[src/dhsw_pkg.sv]
package dhsw_pkg;

  localparam int unsigned BeatW    = 32;
  localparam int unsigned StallW   = 17;
  localparam int unsigned LimitW   = 16;
  localparam int unsigned RestartW = 8;
  localparam int unsigned CfgIdxW  = 1;
  localparam int unsigned CfgDataW = 16;

  localparam logic [CfgIdxW-1:0] CFG_STALL_LIMIT   = 1'b0;
  localparam logic [CfgIdxW-1:0] CFG_RESTART_LIMIT = 1'b1;

  localparam logic [LimitW-1:0]   STALL_LIMIT_RST   = 16'd10;
  localparam logic [RestartW-1:0] RESTART_LIMIT_RST = 8'd3;

  typedef enum logic [2:0] {
    ST_NORMAL  = 3'd0,
    ST_STALL   = 3'd1,
    ST_NOSTART = 3'd2,
    ST_FAULT   = 3'd3,
    ST_UNKNOWN = 3'd4
  } status_e;

  // per-channel beat check result
  typedef struct packed {
    logic changed;
    logic stall;
  } chk_t;

endpackage

[src/dhsw_chan.sv]
module dhsw_chan (
  input  logic                             clk_i,
  input  logic                             rst_ni,
  input  logic                             en_i,
  input  logic [dhsw_pkg::BeatW-1:0]       beat_i,
  input  logic [dhsw_pkg::LimitW-1:0]      stall_limit_i,
  output dhsw_pkg::chk_t                   chk_o
);

  logic [dhsw_pkg::BeatW-1:0]  last_q, last_d;
  logic [dhsw_pkg::StallW-1:0] count_q, count_d;

  assign chk_o.changed = (beat_i != last_q);
  assign chk_o.stall   = !chk_o.changed && (count_q > {1'b0, stall_limit_i});

  always_comb begin
    last_d  = last_q;
    count_d = count_q;
    if (en_i) begin
      if (chk_o.changed) begin
        last_d  = beat_i;
        count_d = '0;
      end else if (chk_o.stall) begin
        count_d = '0;
      end else begin
        count_d = count_q + 1'b1;
      end
    end
  end

  always_ff @(posedge clk_i or negedge rst_ni) begin
    if (!rst_ni) begin
      last_q  <= '0;
      count_q <= '0;
    end else begin
      last_q  <= last_d;
      count_q <= count_d;
    end
  end

endmodule

[src/dual_heartbeat_stall_watchdog_core.sv]
// Dual heartbeat stall watchdog. Each input word is one watchdog tick carrying
// the system and algorithm heartbeat counters; each tick yields exactly one
// result word with both held channel statuses and the restart / give-up-host
// pulses. A tick is held in the input register and evaluated in a single pass
// into the result register, where the channel state is updated, so the block
// takes one word per clock while the result side does not stall. The result
// register decouples the sides: a new word enters while a finished result waits.
// Configuration (stall_limit at index 0, restart_limit at index 1) is to be written through
// a plain write port while the block is idle; the block itself does not enforce this.
module dual_heartbeat_stall_watchdog_core (
  input  logic                              clk_i,
  input  logic                              rst_ni,
  input  logic                              cfg_we_i,
  input  logic [dhsw_pkg::CfgIdxW-1:0]      cfg_idx_i,
  input  logic [dhsw_pkg::CfgDataW-1:0]     cfg_wdata_i,
  input  logic                              in_valid_i,
  output logic                              in_stall_o,
  input  logic                              upload_active_i,
  input  logic                              election_done_i,
  input  logic                              sys_source_ok_i,
  input  logic [dhsw_pkg::BeatW-1:0]        sys_beat_i,
  input  logic                              alg_source_ok_i,
  input  logic [dhsw_pkg::BeatW-1:0]        alg_beat_i,
  input  logic                              host_mode_i,
  output logic                              out_valid_o,
  input  logic                              out_stall_i,
  output logic [2:0]                        sys_status_o,
  output logic [2:0]                        alg_status_o,
  output logic                              restart_sys_o,
  output logic                              restart_alg_o,
  output logic                              give_up_host_o
);

  logic [dhsw_pkg::LimitW-1:0]   stall_limit_q;
  logic [dhsw_pkg::RestartW-1:0] restart_limit_q;

  always_ff @(posedge clk_i or negedge rst_ni) begin
    if (!rst_ni) begin
      stall_limit_q   <= dhsw_pkg::STALL_LIMIT_RST;
      restart_limit_q <= dhsw_pkg::RESTART_LIMIT_RST;
    end else if (cfg_we_i) begin
      unique case (cfg_idx_i)
        dhsw_pkg::CFG_STALL_LIMIT:   stall_limit_q   <= cfg_wdata_i;
        dhsw_pkg::CFG_RESTART_LIMIT: restart_limit_q <= cfg_wdata_i[dhsw_pkg::RestartW-1:0];
        default: ;
      endcase
    end
  end

  // input register
  logic                       s1_valid_q;
  logic                       upload_q, elected_q, sys_ok_q, alg_ok_q, host_q;
  logic [dhsw_pkg::BeatW-1:0] sys_beat_q, alg_beat_q;
  logic                       in_accept, advance;

  assign advance    = s1_valid_q && (!out_valid_o || !out_stall_i);
  assign in_stall_o = s1_valid_q && !advance;
  assign in_accept  = in_valid_i && !in_stall_o;

  always_ff @(posedge clk_i or negedge rst_ni) begin
    if (!rst_ni) begin
      s1_valid_q <= 1'b0;
    end else if (in_accept) begin
      s1_valid_q <= 1'b1;
    end else if (advance) begin
      s1_valid_q <= 1'b0;
    end
  end

  always_ff @(posedge clk_i) begin
    if (in_accept) begin
      upload_q   <= upload_active_i;
      elected_q  <= election_done_i;
      sys_ok_q   <= sys_source_ok_i;
      sys_beat_q <= sys_beat_i;
      alg_ok_q   <= alg_source_ok_i;
      alg_beat_q <= alg_beat_i;
      host_q     <= host_mode_i;
    end
  end

  // evaluation
  dhsw_pkg::chk_t sys_chk, alg_chk;
  logic           eval, sys_en, alg_en, sys_stalled;

  assign eval        = advance && elected_q && !upload_q;
  assign sys_en      = eval && sys_ok_q;
  assign sys_stalled = sys_ok_q && sys_chk.stall;
  assign alg_en      = eval && !sys_stalled && alg_ok_q;

  dhsw_chan u_sys_chan (
    .clk_i         (clk_i),
    .rst_ni        (rst_ni),
    .en_i          (sys_en),
    .beat_i        (sys_beat_q),
    .stall_limit_i (stall_limit_q),
    .chk_o         (sys_chk)
  );

  dhsw_chan u_alg_chan (
    .clk_i         (clk_i),
    .rst_ni        (rst_ni),
    .en_i          (alg_en),
    .beat_i        (alg_beat_q),
    .stall_limit_i (stall_limit_q),
    .chk_o         (alg_chk)
  );

  dhsw_pkg::status_e             sys_status_q, sys_status_d, alg_status_q, alg_status_d;
  logic [dhsw_pkg::RestartW-1:0] restart_cnt_q, restart_cnt_d, restart_inc;
  logic                          rs_d, ra_d, gh_d;

  assign restart_inc = restart_cnt_q + 1'b1;

  always_comb begin
    sys_status_d  = sys_status_q;
    alg_status_d  = alg_status_q;
    restart_cnt_d = restart_cnt_q;
    rs_d          = 1'b0;
    ra_d          = 1'b0;
    gh_d          = 1'b0;
    if (eval) begin
      if (!sys_ok_q) begin
        sys_status_d = dhsw_pkg::ST_FAULT;
      end else if (sys_chk.changed) begin
        sys_status_d = dhsw_pkg::ST_NORMAL;
      end else if (sys_chk.stall) begin
        rs_d = 1'b1;
        if (restart_inc > restart_limit_q) begin
          // too many restarts: declare cannot-start
          sys_status_d  = dhsw_pkg::ST_NOSTART;
          restart_cnt_d = '0;
          gh_d          = host_q;
        end else begin
          sys_status_d  = dhsw_pkg::ST_STALL;
          restart_cnt_d = restart_inc;
        end
      end
      if (!sys_stalled) begin
        if (!alg_ok_q) begin
          alg_status_d = dhsw_pkg::ST_FAULT;
        end else if (alg_chk.changed) begin
          alg_status_d = dhsw_pkg::ST_NORMAL;
        end else if (alg_chk.stall) begin
          alg_status_d = dhsw_pkg::ST_STALL;
          ra_d         = 1'b1;
        end
      end
    end
  end

  always_ff @(posedge clk_i or negedge rst_ni) begin
    if (!rst_ni) begin
      sys_status_q  <= dhsw_pkg::ST_UNKNOWN;
      alg_status_q  <= dhsw_pkg::ST_UNKNOWN;
      restart_cnt_q <= '0;
    end else begin
      sys_status_q  <= sys_status_d;
      alg_status_q  <= alg_status_d;
      restart_cnt_q <= restart_cnt_d;
    end
  end

  // result register
  logic       out_valid_q;
  logic [2:0] out_sys_q, out_alg_q;
  logic       out_rs_q, out_ra_q, out_gh_q;

  always_ff @(posedge clk_i or negedge rst_ni) begin
    if (!rst_ni) begin
      out_valid_q <= 1'b0;
    end else if (advance) begin
      out_valid_q <= 1'b1;
    end else if (!out_stall_i) begin
      out_valid_q <= 1'b0;
    end
  end

  always_ff @(posedge clk_i) begin
    if (advance) begin
      out_sys_q <= sys_status_d;
      out_alg_q <= alg_status_d;
      out_rs_q  <= rs_d;
      out_ra_q  <= ra_d;
      out_gh_q  <= gh_d;
    end
  end

  assign out_valid_o    = out_valid_q;
  assign sys_status_o   = out_sys_q;
  assign alg_status_o   = out_alg_q;
  assign restart_sys_o  = out_rs_q;
  assign restart_alg_o  = out_ra_q;
  assign give_up_host_o = out_gh_q;

  a_restart_exclusive: assert property (@(posedge clk_i) disable iff (!rst_ni)
    out_valid_o |-> !(restart_sys_o && restart_alg_o))
    else $error("both restart pulses in one word");

  a_give_up_nostart: assert property (@(posedge clk_i) disable iff (!rst_ni)
    out_valid_o && give_up_host_o |-> restart_sys_o && sys_status_o == dhsw_pkg::ST_NOSTART)
    else $error("give up host without cannot-start");

  a_advance_fills_out: assert property (@(posedge clk_i) disable iff (!rst_ni)
    advance |=> out_valid_o)
    else $error("evaluated word lost");

  a_restart_cnt_bound: assert property (@(posedge clk_i) disable iff (!rst_ni)
    $stable(restart_limit_q) && restart_limit_q != 8'hFF |->
      restart_cnt_q <= restart_limit_q || $past(restart_limit_q) != restart_limit_q
      || restart_cnt_q == $past(restart_cnt_q))
    else $error("restart count grew past limit");

endmodule

[config.mk]
export PLATFORM = sky130hd
export DESIGN_NAME = dual_heartbeat_stall_watchdog_core
export DESIGN_NICKNAME = d
export VERILOG_FILES = /design/src/dhsw_pkg.sv /design/src/dhsw_chan.sv /design/src/dual_heartbeat_stall_watchdog_core.sv
export SDC_FILE = /design/constraint.sdc
export NUM_CORES = 1
export LEC_CHECK = 0
export ABC_AREA = 1
export BUFFER_PORTS_ARGS = -buffer_cell sky130_fd_sc_hd__buf_2
export CORE_ASPECT_RATIO = 0.7
export CORE_MARGIN = 4
export CORE_UTILIZATION = 43
export CTS_CLUSTER_DIAMETER = 150
export DETAILED_ROUTE_END_ITERATION = 8
export PLACE_DENSITY = 0.74
export SLEW_MARGIN = 20
export SYNTH_ARGS = -nofsm -noshare
export SYNTH_HDL_FRONTEND = slang
export SYNTH_SLANG_ARGS = --single-unit
[constraint.sdc]
create_clock -name clk_i -period 2.2 [get_ports clk_i]
set_input_delay 0.33 -clock clk_i [delete_from_list [all_inputs] [get_ports clk_i]]
set_output_delay 0.33 -clock clk_i [all_outputs]
set_load 0.05 [all_outputs]
**Word level (Yosys, flattened, before mapping)**

Cells that the tools add are included.

- Add/sub/neg operators: 3
- $lt $le $gt $ge: 3
- Eq/ne operators: 3
- Mux-type cells: 21
- Bitwise operators: 7
- Reductions and logical operators: 29

Operators with widths:

| cell | number |
|---|---|
| $mux W17 | 4 |
| $ne A32 B32 Y1 | 2 |
| $add A17 B1 Y17 const B | 2 |
| $gt A17 B16 Y1 | 2 |
| $mux W3 | 9 |
| $logic_and A1 B1 Y1 | 11 |
| $add A8 B1 Y8 const B | 1 |
| $gt A8 B8 Y1 | 1 |
| $logic_not A1 Y1 | 8 |
| $mux W8 | 1 |
| $reduce_and A2 Y1 | 4 |
| $not A1 Y1 | 7 |
| $mux W1 | 6 |
| $reduce_or A5 Y1 | 1 |
| $reduce_and A4 Y1 | 1 |
| $reduce_or A4 Y1 | 1 |
| $reduce_or A3 Y1 | 1 |
| $mux W2 | 1 |
| $ne A2 B1 Y1 const B | 1 |
| $reduce_bool A2 Y1 | 1 |
| $logic_or A1 B1 Y1 | 1 |

- Bits in registers: 216
- Input bits: 91
- Output and inout bits: 11
- Logic and storage cells: 89

**Longest topological paths before layout**

Gate-level depths: netlist of the first run.

- Word-level depth: 8
- Gate-level depth with buffers: 17
- Depth with buffers taken out: 17

**Modules after synthesis**

From an unflattened synthesis of the first run, not the netlist that was laid out.

- Cells, all modules: 1414
- Area, all modules: 11920.2 µm²

By module, submodules not included:

| module | times used | cells each | area each (µm²) |
|---|---|---|---|
| dhsw_chan | 2 | 558 | 3796.1 |
| dual_heartbeat_stall_watchdog_core | 1 | 298 | 4327.9 |

**Least setup slack after synthesis of the first run**

No wires, ideal clock.

- Path kind: flip-flop to flip-flop
- Start point: reg out_valid_q (netlist: out_valid_o)
- End point: reg alg_beat_q[0] in the netlist's numbering (enable)
- Library setup time: 0.563 ns
- Arrival time: 2.452 ns
- Path slack: -0.815 ns
- Cell stages (with the launch flop): 6
- Clock period less this slack: 3.015 ns
- Cells stage by stage: dfrtp_1 > nand2_1 > nor2_1 > inv_1 > nand2_1 > inv_1

- Word-level cells in the longest chain between the ends: 7

RTL lines:

| what | line | text |
|---|---|---|
| start, declared | dual_heartbeat_stall_watchdog_core.sv:165 | `logic out_valid_q;` |
| start signal, assigned | dual_heartbeat_stall_watchdog_core.sv:171 | `out_valid_q <= 1'b0;` |
| start signal, assigned | dual_heartbeat_stall_watchdog_core.sv:173 | `out_valid_q <= 1'b1;` |
| start signal, assigned | dual_heartbeat_stall_watchdog_core.sv:175 | `out_valid_q <= 1'b0;` |
| $logic_not A1 Y1 | dual_heartbeat_stall_watchdog_core.sv:56 | `assign advance = s1_valid_q && (!out_valid_o \|\| !out_stall_i);` |
| $logic_or A1 B1 Y1 | dual_heartbeat_stall_watchdog_core.sv:56 |  |
| $logic_and A1 B1 Y1 | dual_heartbeat_stall_watchdog_core.sv:56 |  |
| $logic_not A1 Y1 | dual_heartbeat_stall_watchdog_core.sv:57 | `assign in_stall_o = s1_valid_q && !advance;` |
| $logic_and A1 B1 Y1 | dual_heartbeat_stall_watchdog_core.sv:57 |  |
| via in_stall_o | dual_heartbeat_stall_watchdog_core.sv:17 | `output logic in_stall_o,` |
| $logic_not A1 Y1 | dual_heartbeat_stall_watchdog_core.sv:58 | `assign in_accept = in_valid_i && !in_stall_o;` |
| $logic_and A1 B1 Y1 | dual_heartbeat_stall_watchdog_core.sv:58 |  |
| via in_accept | dual_heartbeat_stall_watchdog_core.sv:54 | `logic in_accept, advance;` |
| end signal, assigned | dual_heartbeat_stall_watchdog_core.sv:77 | `alg_beat_q <= alg_beat_i;` |
| end, declared | dual_heartbeat_stall_watchdog_core.sv:53 | `logic [dhsw_pkg::BeatW-1:0] sys_beat_q, alg_beat_q;` |

The timed path passes the listed nets, and every way through them passes these cells.
A chain may end at the register's enable or synchronous reset.

**Worst setup path in the final report of the first run**

- Start point: reg restart_cnt_q[0] in the netlist's numbering
- End point: reg out_sys_q[1] (netlist: sys_status_o[1]), data pin

- Word-level cells in the longest chain between the ends: 7

RTL lines:

| what | line | text |
|---|---|---|
| start, declared | dual_heartbeat_stall_watchdog_core.sv:110 | `logic [dhsw_pkg::RestartW-1:0] restart_cnt_q, restart_cnt_d, restart_inc;` |
| start signal, assigned | dual_heartbeat_stall_watchdog_core.sv:160 | `restart_cnt_q <= restart_cnt_d;` |
| $add A8 B1 Y8 | dual_heartbeat_stall_watchdog_core.sv:113 | `assign restart_inc = restart_cnt_q + 1'b1;` |
| $gt A8 B8 Y1 | dual_heartbeat_stall_watchdog_core.sv:129 | `if (restart_inc > restart_limit_q) begin` |
| $mux W2 | dual_heartbeat_stall_watchdog_core.sv:129 |  |
| $mux W3 | dual_heartbeat_stall_watchdog_core.sv:127 | `end else if (sys_chk.stall) begin` |
| $mux W3 | dual_heartbeat_stall_watchdog_core.sv:125 | `end else if (sys_chk.changed) begin` |
| $mux W3 | dual_heartbeat_stall_watchdog_core.sv:123 | `if (!sys_ok_q) begin` |
| $mux W3 | dual_heartbeat_stall_watchdog_core.sv:122 | `if (eval) begin` |
| via sys_status_d[1] | dual_heartbeat_stall_watchdog_core.sv:109 | `dhsw_pkg::status_e sys_status_q, sys_status_d, alg_status_q, alg_status_d;` |
| end signal, assigned | dual_heartbeat_stall_watchdog_core.sv:181 | `out_sys_q <= sys_status_d;` |
| end, declared | dual_heartbeat_stall_watchdog_core.sv:166 | `logic [2:0] out_sys_q, out_alg_q;` |

The timed path passes the listed nets, and every way through them passes these cells.

==> results of run 1 <==
tightest hold or removal path: cells and delay by family:
kind,cells,cell delay [ps]
compound gates,1,90
simple gates,1,30
buf+inv,1,70
cell usage in the layout (no fill, tap or decap), types with 32 or more instances in the layout:
cell type      instances
nand2_1              265
inv_1                151
dfrtp_1              131
buf_2                100
edfxtp_1              78
buf_4                 72
dlygate4sd3_1         70
nor2_1                68
nand3_1               57
nand2_2               50
nand4_1               48
xor2_1                44
o21ai_0               43
ha_1                  32
power by group:
group          internal [mW]  total, mW  leakage, nW  switching (mW)
sequential              4.82       5.27         2.50           0.448
combinational          0.939       2.00         4.19            1.06
clock                   2.45       4.11        0.385            1.65
total                   8.21       11.4         7.08            3.16
sequential cells by signal, summed over array words and instances (netlist names), 3 cells and up:
register            cells
sys_beat_q             32
u_alg_chan.last_q      32
sys_status_o            3
stall_limit_q          16
sys_status_q            3
alg_status_o            3
u_sys_chan.last_q      32
u_alg_chan.count_q     17
alg_beat_q             32
u_sys_chan.count_q     17
alg_status_q            3
restart_limit_q         8
restart_cnt_q           8
stage by stage:
stage	hold slack, ps	util [%]	setup WS (ps)	power, mW	setup TNS (ps)
final	48.6	59.3	-325	11.4	-3530
after global routing	50.7	59.3	-470	12.0	-10370
after CTS	21.2	57.1	-116	11.3	-754
after floorplan	34.4	-	-291	6.43	-20160
after detailed placement	300	49.4	-203	6.97	-4160
after global placement	304	49.4	-140	6.86	-309
final cells by class:
type / count / area [um^2]
Fill cell: 1968 / 10000
Clock inverter: 12 / 181
Tap cell: 325 / 407
Sequential cell: 216 / 5800
Clock buffer: 30 / 612
Timing Repair Buffer: 267 / 2200
Inverter: 166 / 629
Multi-Input combinational cell: 782 / 4810
worst max-delay path by stage:
stage                      from         endpoint  slack [ps]  cells after the start
6_report       restart_cnt_q[0]  sys_status_o[1]        -320                     16
5_1_grt        restart_cnt_q[0]  sys_status_o[1]        -470                     16
4_1_cts        restart_cnt_q[0]  sys_status_o[1]        -120                     14
3_5_place_dp   restart_cnt_q[0]  sys_status_o[1]        -200                     15
3_3_place_gp   restart_cnt_q[0]  sys_status_o[1]        -140                     15
2_1_floorplan       out_valid_o    alg_beat_q[0]        -290                      5
layer usage:
metal  part of all wire (%)  track usage, %  up-vias
met5                      0               0        -
met4                    1.7            3.91        0
met3                    5.7            3.73       39
met2                     45            29.0      216
met1                     47            28.6     4136
li1                       -               -     4410
timing repair:
action	in CTS	in global routing
hold buffers	70	0
hold endpoints to repair	110	0
cloned	5	3
gates resized for setup	45	129
buffers inserted	19	3
setup endpoints to repair	65	82
pin swaps	30	63
cell families (layout without fill, tap and decap cells):
| family | Yosys count | in the layout | share of synthesized area, % |
|---|---|---|---|
| buffers and inverters | 198 | 475 | 7.19 |
| XOR/XNOR | 73 | 73 | 5.92 |
| multiplexers | 15 | 15 | 1.56 |
| AO/OA/AOI/OAI | 90 | 90 | 4.40 |
| AND/OR/NAND/NOR | 561 | 561 | 22.3 |
| adder cells (fa/ha/maj) | 43 | 43 | 4.98 |
| flip-flops | 216 | 216 | 53.7 |
==> results.md, run 1 <==
* Max cap viols at 0
* # setup viols final at 44
* CP endpoint kind: flop
* Syn_nets at 1,330
* Vias at 8,801
* Worst setup path class: reg -> reg
* Vias in the first global route at approximately 8,400
* Reg2Reg Depth at 16
* Routed Antenna Nets at 0
* Crit path max-delay cell type: dfrtp_1
* WHS Endpoint: stall_limit_q[13]
* Clk_lat worst skew at 540 ps
* Detail Placement HPWL at 17,100 um
* Worst Setup Slack, final at -325 ps
* Layout cells sized above 1 at 26.3%
* Cell Chain, Critical Path: nand3_2 > nand3b_1 > buf_4 > xor2_1 > inv_1 > ha_4 > a21oi_2 > nor2_1 > nor2_1 > nand3_2 > nand2_4 > inv_4 > nand3_4 > nand3_2 > o21ai_2 > inv_1
* Worst rel slew slack at 67.7%
* Crit path max-delay family: simple AND/OR/NAND/NOR gates
* Crit path time final at 2520 ps
* # nets final at 1,590
* PwrDens at just under 800 nW/um^2
* Starting Density at 43.8%
* Drt drc at 0
* GP Congestion at 0.868
* Mapped Area at about 11,000 um^2
* Fmax at 396 MHz
* Reg clk slew, reported paths at 60 ps
* RSZ-0062 raised after global routing: yes
* Placed Area at 12,200 um^2
* Synthesized area per cell at 9.04 um^2
* EDFF count, synth at 78
* Width of the die at 197 um
* Worst R2R Start: restart_cnt_q[0]
* Ant. Diodes at 0
* Chip height at around 140 um
* DRT Wirelength at roughly 28,000 um
* Class of the worst hold path: in -> reg
* PortBufs at 101
* R2R setup slack at -320 ps
* Slew @ Worst Pin at just under 500 ps
* Yosys top cell area share at ~30%
* Htree depth at 1
* Initial DRC count at 622
* Hold Fails Final Rpt at 0
* WP buf/inv at 4
* Synth Register Bits at 216
* Worst reg2reg endpoint: sys_status_o[1]
* Clock Path Buffers at 3
* Crit-path max FO at 4
* Design area at ~15,000 um^2
* Sequential share of the synthesized area at 53.7%
* Final std cells w/o fill at 1,798
* Initial antenna violation count at 0
* Die area at 27,800 um^2
* Max Slew Vio Count at 0
* CP required at 2490 ps
* Via density at 4.89
* Synth Instances at 1,196
* Hold depth at 3
* Status: finished, violations left
* Global route overflow at 0
* Synthesis-to-finish area growth at 35.5%
* Syn. warnings at 0
* Pleak at 7.08 nW
* Min-delay src: cfg_wdata_i[13]
* Startpoint Class: flop
* Dpl cells at 1,658
* Clock skew at 15.3 ps
* Synth area leaders: dfrtp_1 (31%), edfxtp_1 (22%), nand2_1 (12%)
* Post-DR wirelength/cell at approximately 15 um
* Arr. time, crit path at between 2000 and 3000 ps
* DR pass1 iterations at 5
* Core Footprint at 24,700 um^2
* Leading cell type by number of instances after synthesis: nand2_1
* Total GRT Usage at 19.0%
* Failing checks: setup timing
* CTS tree: yes
* IO Count at 102
* Commonest cells in the netlist: nand2_1 (332), inv_1 (164), dfrtp_1 (132)
* CP most frequent cell: nand3_2
* Most used DFF post-synth: dfrtp_1
* First-pass GRT wire length at 43,100 um
* Largest net degree at the start of global routing at 49
* Post-synth ARST share at 63.9%
* Total clock sinks at 216
* Delay of the slowest critical-path stage at 410 ps
* Site Rows at 48
* Num CTS Buffers at 23
* Tcrit/Tclk final at 115%
* Yosys top cell by area: dfrtp_1
* Worst vdd ir at 0.842 mV
* Synth unique cells at 37
* Clock root buffer: clkbuf_16
Note: power is estimated with default switching activity, not from simulation.
==> inputs of run 2 (changes only) <==
- PLACE_DENSITY: 0.74 -> 0.62
==> results.md, run 2 (same netlist as run 1, synthesis figures left out) <==
* Initial DRC count at 557
* Crit path time final at 2310 ps
* Largest net degree at the start of global routing at 55
* Worst R2R Start: restart_cnt_q[1]
* CP required at 2490 ps
* Clock Path Buffers at 3
* Fmax at around 430 MHz
* Global route overflow at 0
* Crit-path max FO at 3
* Worst Setup Slack, final at -115 ps
* Clock root buffer: clkbuf_16
* Worst setup path class: reg -> reg
* Clk_lat worst skew at 540 ps
* Via density at between 4 and 5
* Total clock sinks at between 200 and 250
* Setup crit start: restart_cnt_q[1]
* Status: finished, violations left
* Tcrit/Tclk final at 105%
* Die area at 27,800 um^2
* Layout cells sized above 1 at 28.1%
* Delay of the slowest critical-path stage at around 420 ps
* CP Depth at 16
* Design area at 14,700 um^2
* Chip height at 141 um
* Reg2Reg Depth at 16
* Routed Antenna Nets at 0
* R2R setup slack at -110 ps
* Vias at 8,789
* Crit path max-delay cell type: dfrtp_1
* WP buf/inv at 3
* Worst vdd ir at 0.646 mV
* Commonest non-fill, non-tap cell in the layout: nand2_1
* Final Util at 59.7%
* IO Count at 102
* Hold Fails Final Rpt at 0
* Max Slew Vio Count at 0
* Class of the worst hold path: in -> reg
* Worst Setup EP: sys_status_o[1]
* First-pass GRT wire length at 43,100 um
* Startpoint Class: flop
* Pleak at 7.08 nW
* Cell Chain, Critical Path: ha_4 > nand3_2 > nand3b_1 > xor2_1 > inv_1 > ha_1 > nand2_2 > nor2_1 > nor2_1 > nand3_2 > nand2_4 > inv_2 > nand3_2 > nand3_2 > o21ai_2 > inv_2
* Leading cell types in the layout, fill and taps excluded: nand2_1 (267), inv_1 (144), dfrtp_1 (130)
* Fillers at 2,081
* Total GRT Usage at between 10% and 20%
* Failing checks: setup timing
* Max cap viols at 0
* Width of the die at ~200 um
* Place WS at -200 ps
* Num CTS Buffers at 23
* CTS tree: yes
* # nets final at 1,595
* Crit path max-delay family: simple AND/OR/NAND/NOR gates
* Vias in the first global route at 8,335
* Drt drc at 0
* PortBufs at 101
* Worst rel slew slack at 62.3%
* Core Footprint at 24,700 um^2
* # setup viols final at 45
* Slew @ Worst Pin at 565 ps
* GP Congestion at 0.883
* DRT Wirelength at 26,800 um
* Synthesis-to-finish area growth at 36.3%
* Starting Density at a little over two fifths
* Clock skew at 13.3 ps
* Ant. Diodes at 0
* Worst reg2reg endpoint: sys_status_o[1]
* RSZ-0062 raised after global routing: yes
* DR pass1 iterations at 5
* PwrDens at between 700 and 800 nW/um^2
* Total power draw at around 11 mW
* Initial antenna violation count at 0
* CP endpoint kind: flop
* Htree depth at 1
* Detail Placement HPWL at around 17,000 um
* Reg clk slew, reported paths at approximately 60 ps
* Arr. time, crit path at 2600 ps
* CP most frequent cell: nand3_2
* Post-DR wirelength/cell at around 15 um
* Placed Area at 12,300 um^2
* Site Rows at between 40 and 50
==> run 2: cell types whose count changed in the layout (fill, tap and decap cells not counted), sizes merged <==
cell	delta
buf	+5
clkinv	-1
clkbuf	+2
bufinv	-2
==> run 2: tightest hold or removal path, cell delays in order <==
cell,delay [ps]
buf_2,80
nand2_2,70
nand2_1,60
==> run 2: layout make-up <==
type | instances | area (um^2) | area share (%)
clock buffer | 32 | 639 | 4.34
clock inverter | 9 | 109 | 0.739
inverter | 166 | 634 | 4.31
multi-input combinational | 782 | 4900 | 33.3
sequential | 216 | 5810 | 39.4
tap | 325 | 407 | 2.76
timing repair buffer | 272 | 2240 | 15.2
==> run 2: routing by layer <==
| layer | wire [um] | share of wire, % | vias to the layer above | GRT usage [%] |
|---|---|---|---|---|
| met5 | 0 | 0 | - | 0 |
| met4 | 443 | 1.7 | 0 | 3.30 |
| met3 | 1470 | 5.5 | 35 | 3.80 |
| met2 | 11400 | 43 | 198 | 27.4 |
| met1 | 13400 | 50 | 4157 | 29.8 |
| li1 | - | - | 4399 | - |
==> run 2: through the flow <==
step / std cells / hold slack (ps) / setup TNS [ps]
final: 1802 / 40.3 / -903
after global routing: 1802 / 48.0 / -9260
after CTS: 1796 / 8.66 / -989
after detailed placement: 1665 / 354 / -4070
after global placement: 1665 / 347 / -1410
after floorplan: 1196 / 34.4 / -20160
==> run 2: where the power goes <==
part | total (mW) | internal [mW] | switching (mW)
sequential | 5.24 | 4.82 | 0.425
combinational | 2.01 | 0.952 | 1.06
clock | 3.91 | 2.28 | 1.63
total | 11.2 | 8.05 | 3.12
==> run 2: worst min-delay path by stage <==
stage,startpoint,endpoint,slack (ps),depth (start not counted)
2_1_floorplan,rst_ni,alg_status_q[0],30,0
3_3_place_gp,rst_ni,restart_limit_q[7],350,1
3_5_place_dp,rst_ni,restart_limit_q[7],350,1
4_1_cts,in_valid_i,s1_valid_q,9,3
5_1_grt,in_valid_i,s1_valid_q,50,3
6_report,in_valid_i,s1_valid_q,40,3
==> run 2: timing repair <==
action | 4_1_cts | 5_1_grt
setup buffers | 14 | 8
endpoints found under the setup margin | 67 | 97
hold buffers | 70 | 0
resized for setup | 43 | 149
gates cloned | 6 | 3
endpoints found under the hold margin | 115 | 0
pin swaps | 36 | 55
==> inputs of run 3 (changes only) <==
- CTS_BUF_LIST: not set -> sky130_fd_sc_hd__clkbuf_8
==> results.md, run 3 (same netlist as run 1, synthesis figures left out) <==
* RSZ-0062 raised after global routing: yes
* Clock Path Buffers at 3
* Routed Antenna Nets at 0
* Drt drc at 0
* Worst Setup Slack, final at -119 ps
* Num CTS Buffers at 38
* Chip height at 141 um
* Die area at 27,800 um^2
* Ant. Diodes at 0
* Clock skew at about 30 ps
* Total power draw at 10.7 mW
* IO Count at 102
* Max Slew Vio Count at 0
* Htree depth at 2
* Startpoint Class: flop
* # nets final at 1,619
* Width of the die at 197 um
* CP endpoint kind: flop
* Via density at 4.84
* Class of the worst hold path: in -> reg
* Pleak at 7.17 nW
* Met1 Usage GRT at between 20 and 30%
* Crit path time final at ~2300 ps
* Tcrit/Tclk final at 105%
* Layout cells sized above 1 at 28.2%
* Status: finished, violations left
* Initial DRC count at ~570
* CP required at between 2000 and 3000 ps
* Commonest non-fill, non-tap cell in the layout: nand2_1
* PortBufs at 101
* Placed Area at around 12,000 um^2
* Busiest grt layer: met1
* Detail Placement HPWL at between 15,000 and 20,000 um
* Worst rel slew slack at 62.3%
* Worst vdd ir at around 0.58 mV
* Met2 Use GR at 27.6%
* Max cap viols at 0
* Hold Fails Final Rpt at 0
* Leading cell types in the layout, fill and taps excluded: nand2_1 (259), inv_1 (162), dfrtp_1 (130)
* Crit-path max FO at 8
* Initial antenna violation count at 0
* Core Footprint at ~25,000 um^2
* Reg clk slew, reported paths at 70 ps
* First-pass GRT wire length at around 43,000 um
* Global route overflow at 0
* Vias at 8,886
* DRT Wirelength at 27,000 um
* Clk_lat worst skew at about 550 ps
* Starting Density at a little over two fifths
* Failing checks: setup timing
* Fmax at 431 MHz
* DR pass1 iterations at 5
* Site Rows at 48
* Vias in the first global route at 8,578
* Synthesis-to-finish area growth at 35.7%
* Met3 Use GR at 4.25%
* Total GRT Usage at about a fifth
* Worst setup path class: reg -> reg
* Clock root buffer: clkbuf_8
* PwrDens at 730 nW/um^2
* Design area at 14,700 um^2
* GP Congestion at 0.883
* CTS tree: yes
* # setup viols final at 60
* Total clock sinks at 216
* Arr. time, crit path at 2760 ps
* Largest net degree at the start of global routing at between 50 and 60
* Post-DR wirelength/cell at about 15 um
* Slew @ Worst Pin at 566 ps
==> run 3: worst paths after layout <==
path	from	endpoint	slack, ps	cells after the start
worst max-delay path	u_sys_chan.count_q[7]	u_alg_chan.last_q[6]	-120	14
worst min register to register	alg_status_q[2]	alg_status_q[2]	460	2
max in group asynchronous	rst_ni	sys_status_q[2]	1160	3
worst min-delay path	cfg_wdata_i[14]	stall_limit_q[14]	40	3
worst max register to register	u_sys_chan.count_q[7]	u_alg_chan.last_q[6]	-120	14
min in group asynchronous	rst_ni	stall_limit_q[14]	340	2
==> run 3: power breakdown <==
part           internal (mW)  switching (mW)  leakage (nW)  total, mW
combinational          0.973            1.05          4.26       2.03
sequential              4.82           0.450          2.50       5.27
clock                   1.76            1.66         0.416       3.42
==> run 3: repair_timing <==
| item | in CTS | in global routing |
|---|---|---|
| endpoints found under the hold margin | 117 | 0 |
| setup endpoints to repair | 66 | 98 |
| hold buffers | 72 | 0 |
| cloned | 4 | 8 |
| pin swaps | 52 | 78 |
| resized for setup | 62 | 125 |
| setup buffers | 12 | 12 |
==> run 3: cell type report <==
cell class,count,area [um^2]
repair buffers,281,2330
multi-input cells,782,4810
clock buffers,42,578
inverters,166,627
clock inverters,25,110
fillers,2091,10000
well taps,325,407
flip-flops and latches,216,5810
==> run 3: layer usage <==
layer / vias up / wire (um)
li1: 4455 / -
met1: 4190 / 13400
met2: 208 / 11600
met3: 33 / 1620
met4: 0 / 362
met5: - / 0
==> run 3: per-stage QoR <==
stage | cells | hold WS [ps] | setup WS (ps) | setup TNS, ps | utilization [%]
final | 1837 | 38.1 | -119 | -4920 | 59.4
after global routing | 1837 | 43.1 | -286 | -15140 | 59.4
after CTS | 1820 | 9.88 | -157 | -1680 | 56.8
after detailed placement | 1665 | 354 | -200 | -4070 | 49.7
after global placement | 1665 | 347 | -129 | -1410 | 49.7
after floorplan | 1196 | 34.4 | -291 | -20160 | -
==> run 3: worst max-delay path: stages, from the launching register on <==
cell and delay [ps]:
dfrtp_1 440, ha_1 300, nand2_1 80, nor2_2 150, nand4_1 120, nor2_1 110
inv_1 70, nand2_4 110, inv_2 50, nand2_2 90, nand4_1 220, buf_6 230
buf_16 150, nand2_4 60, nand2_2 40
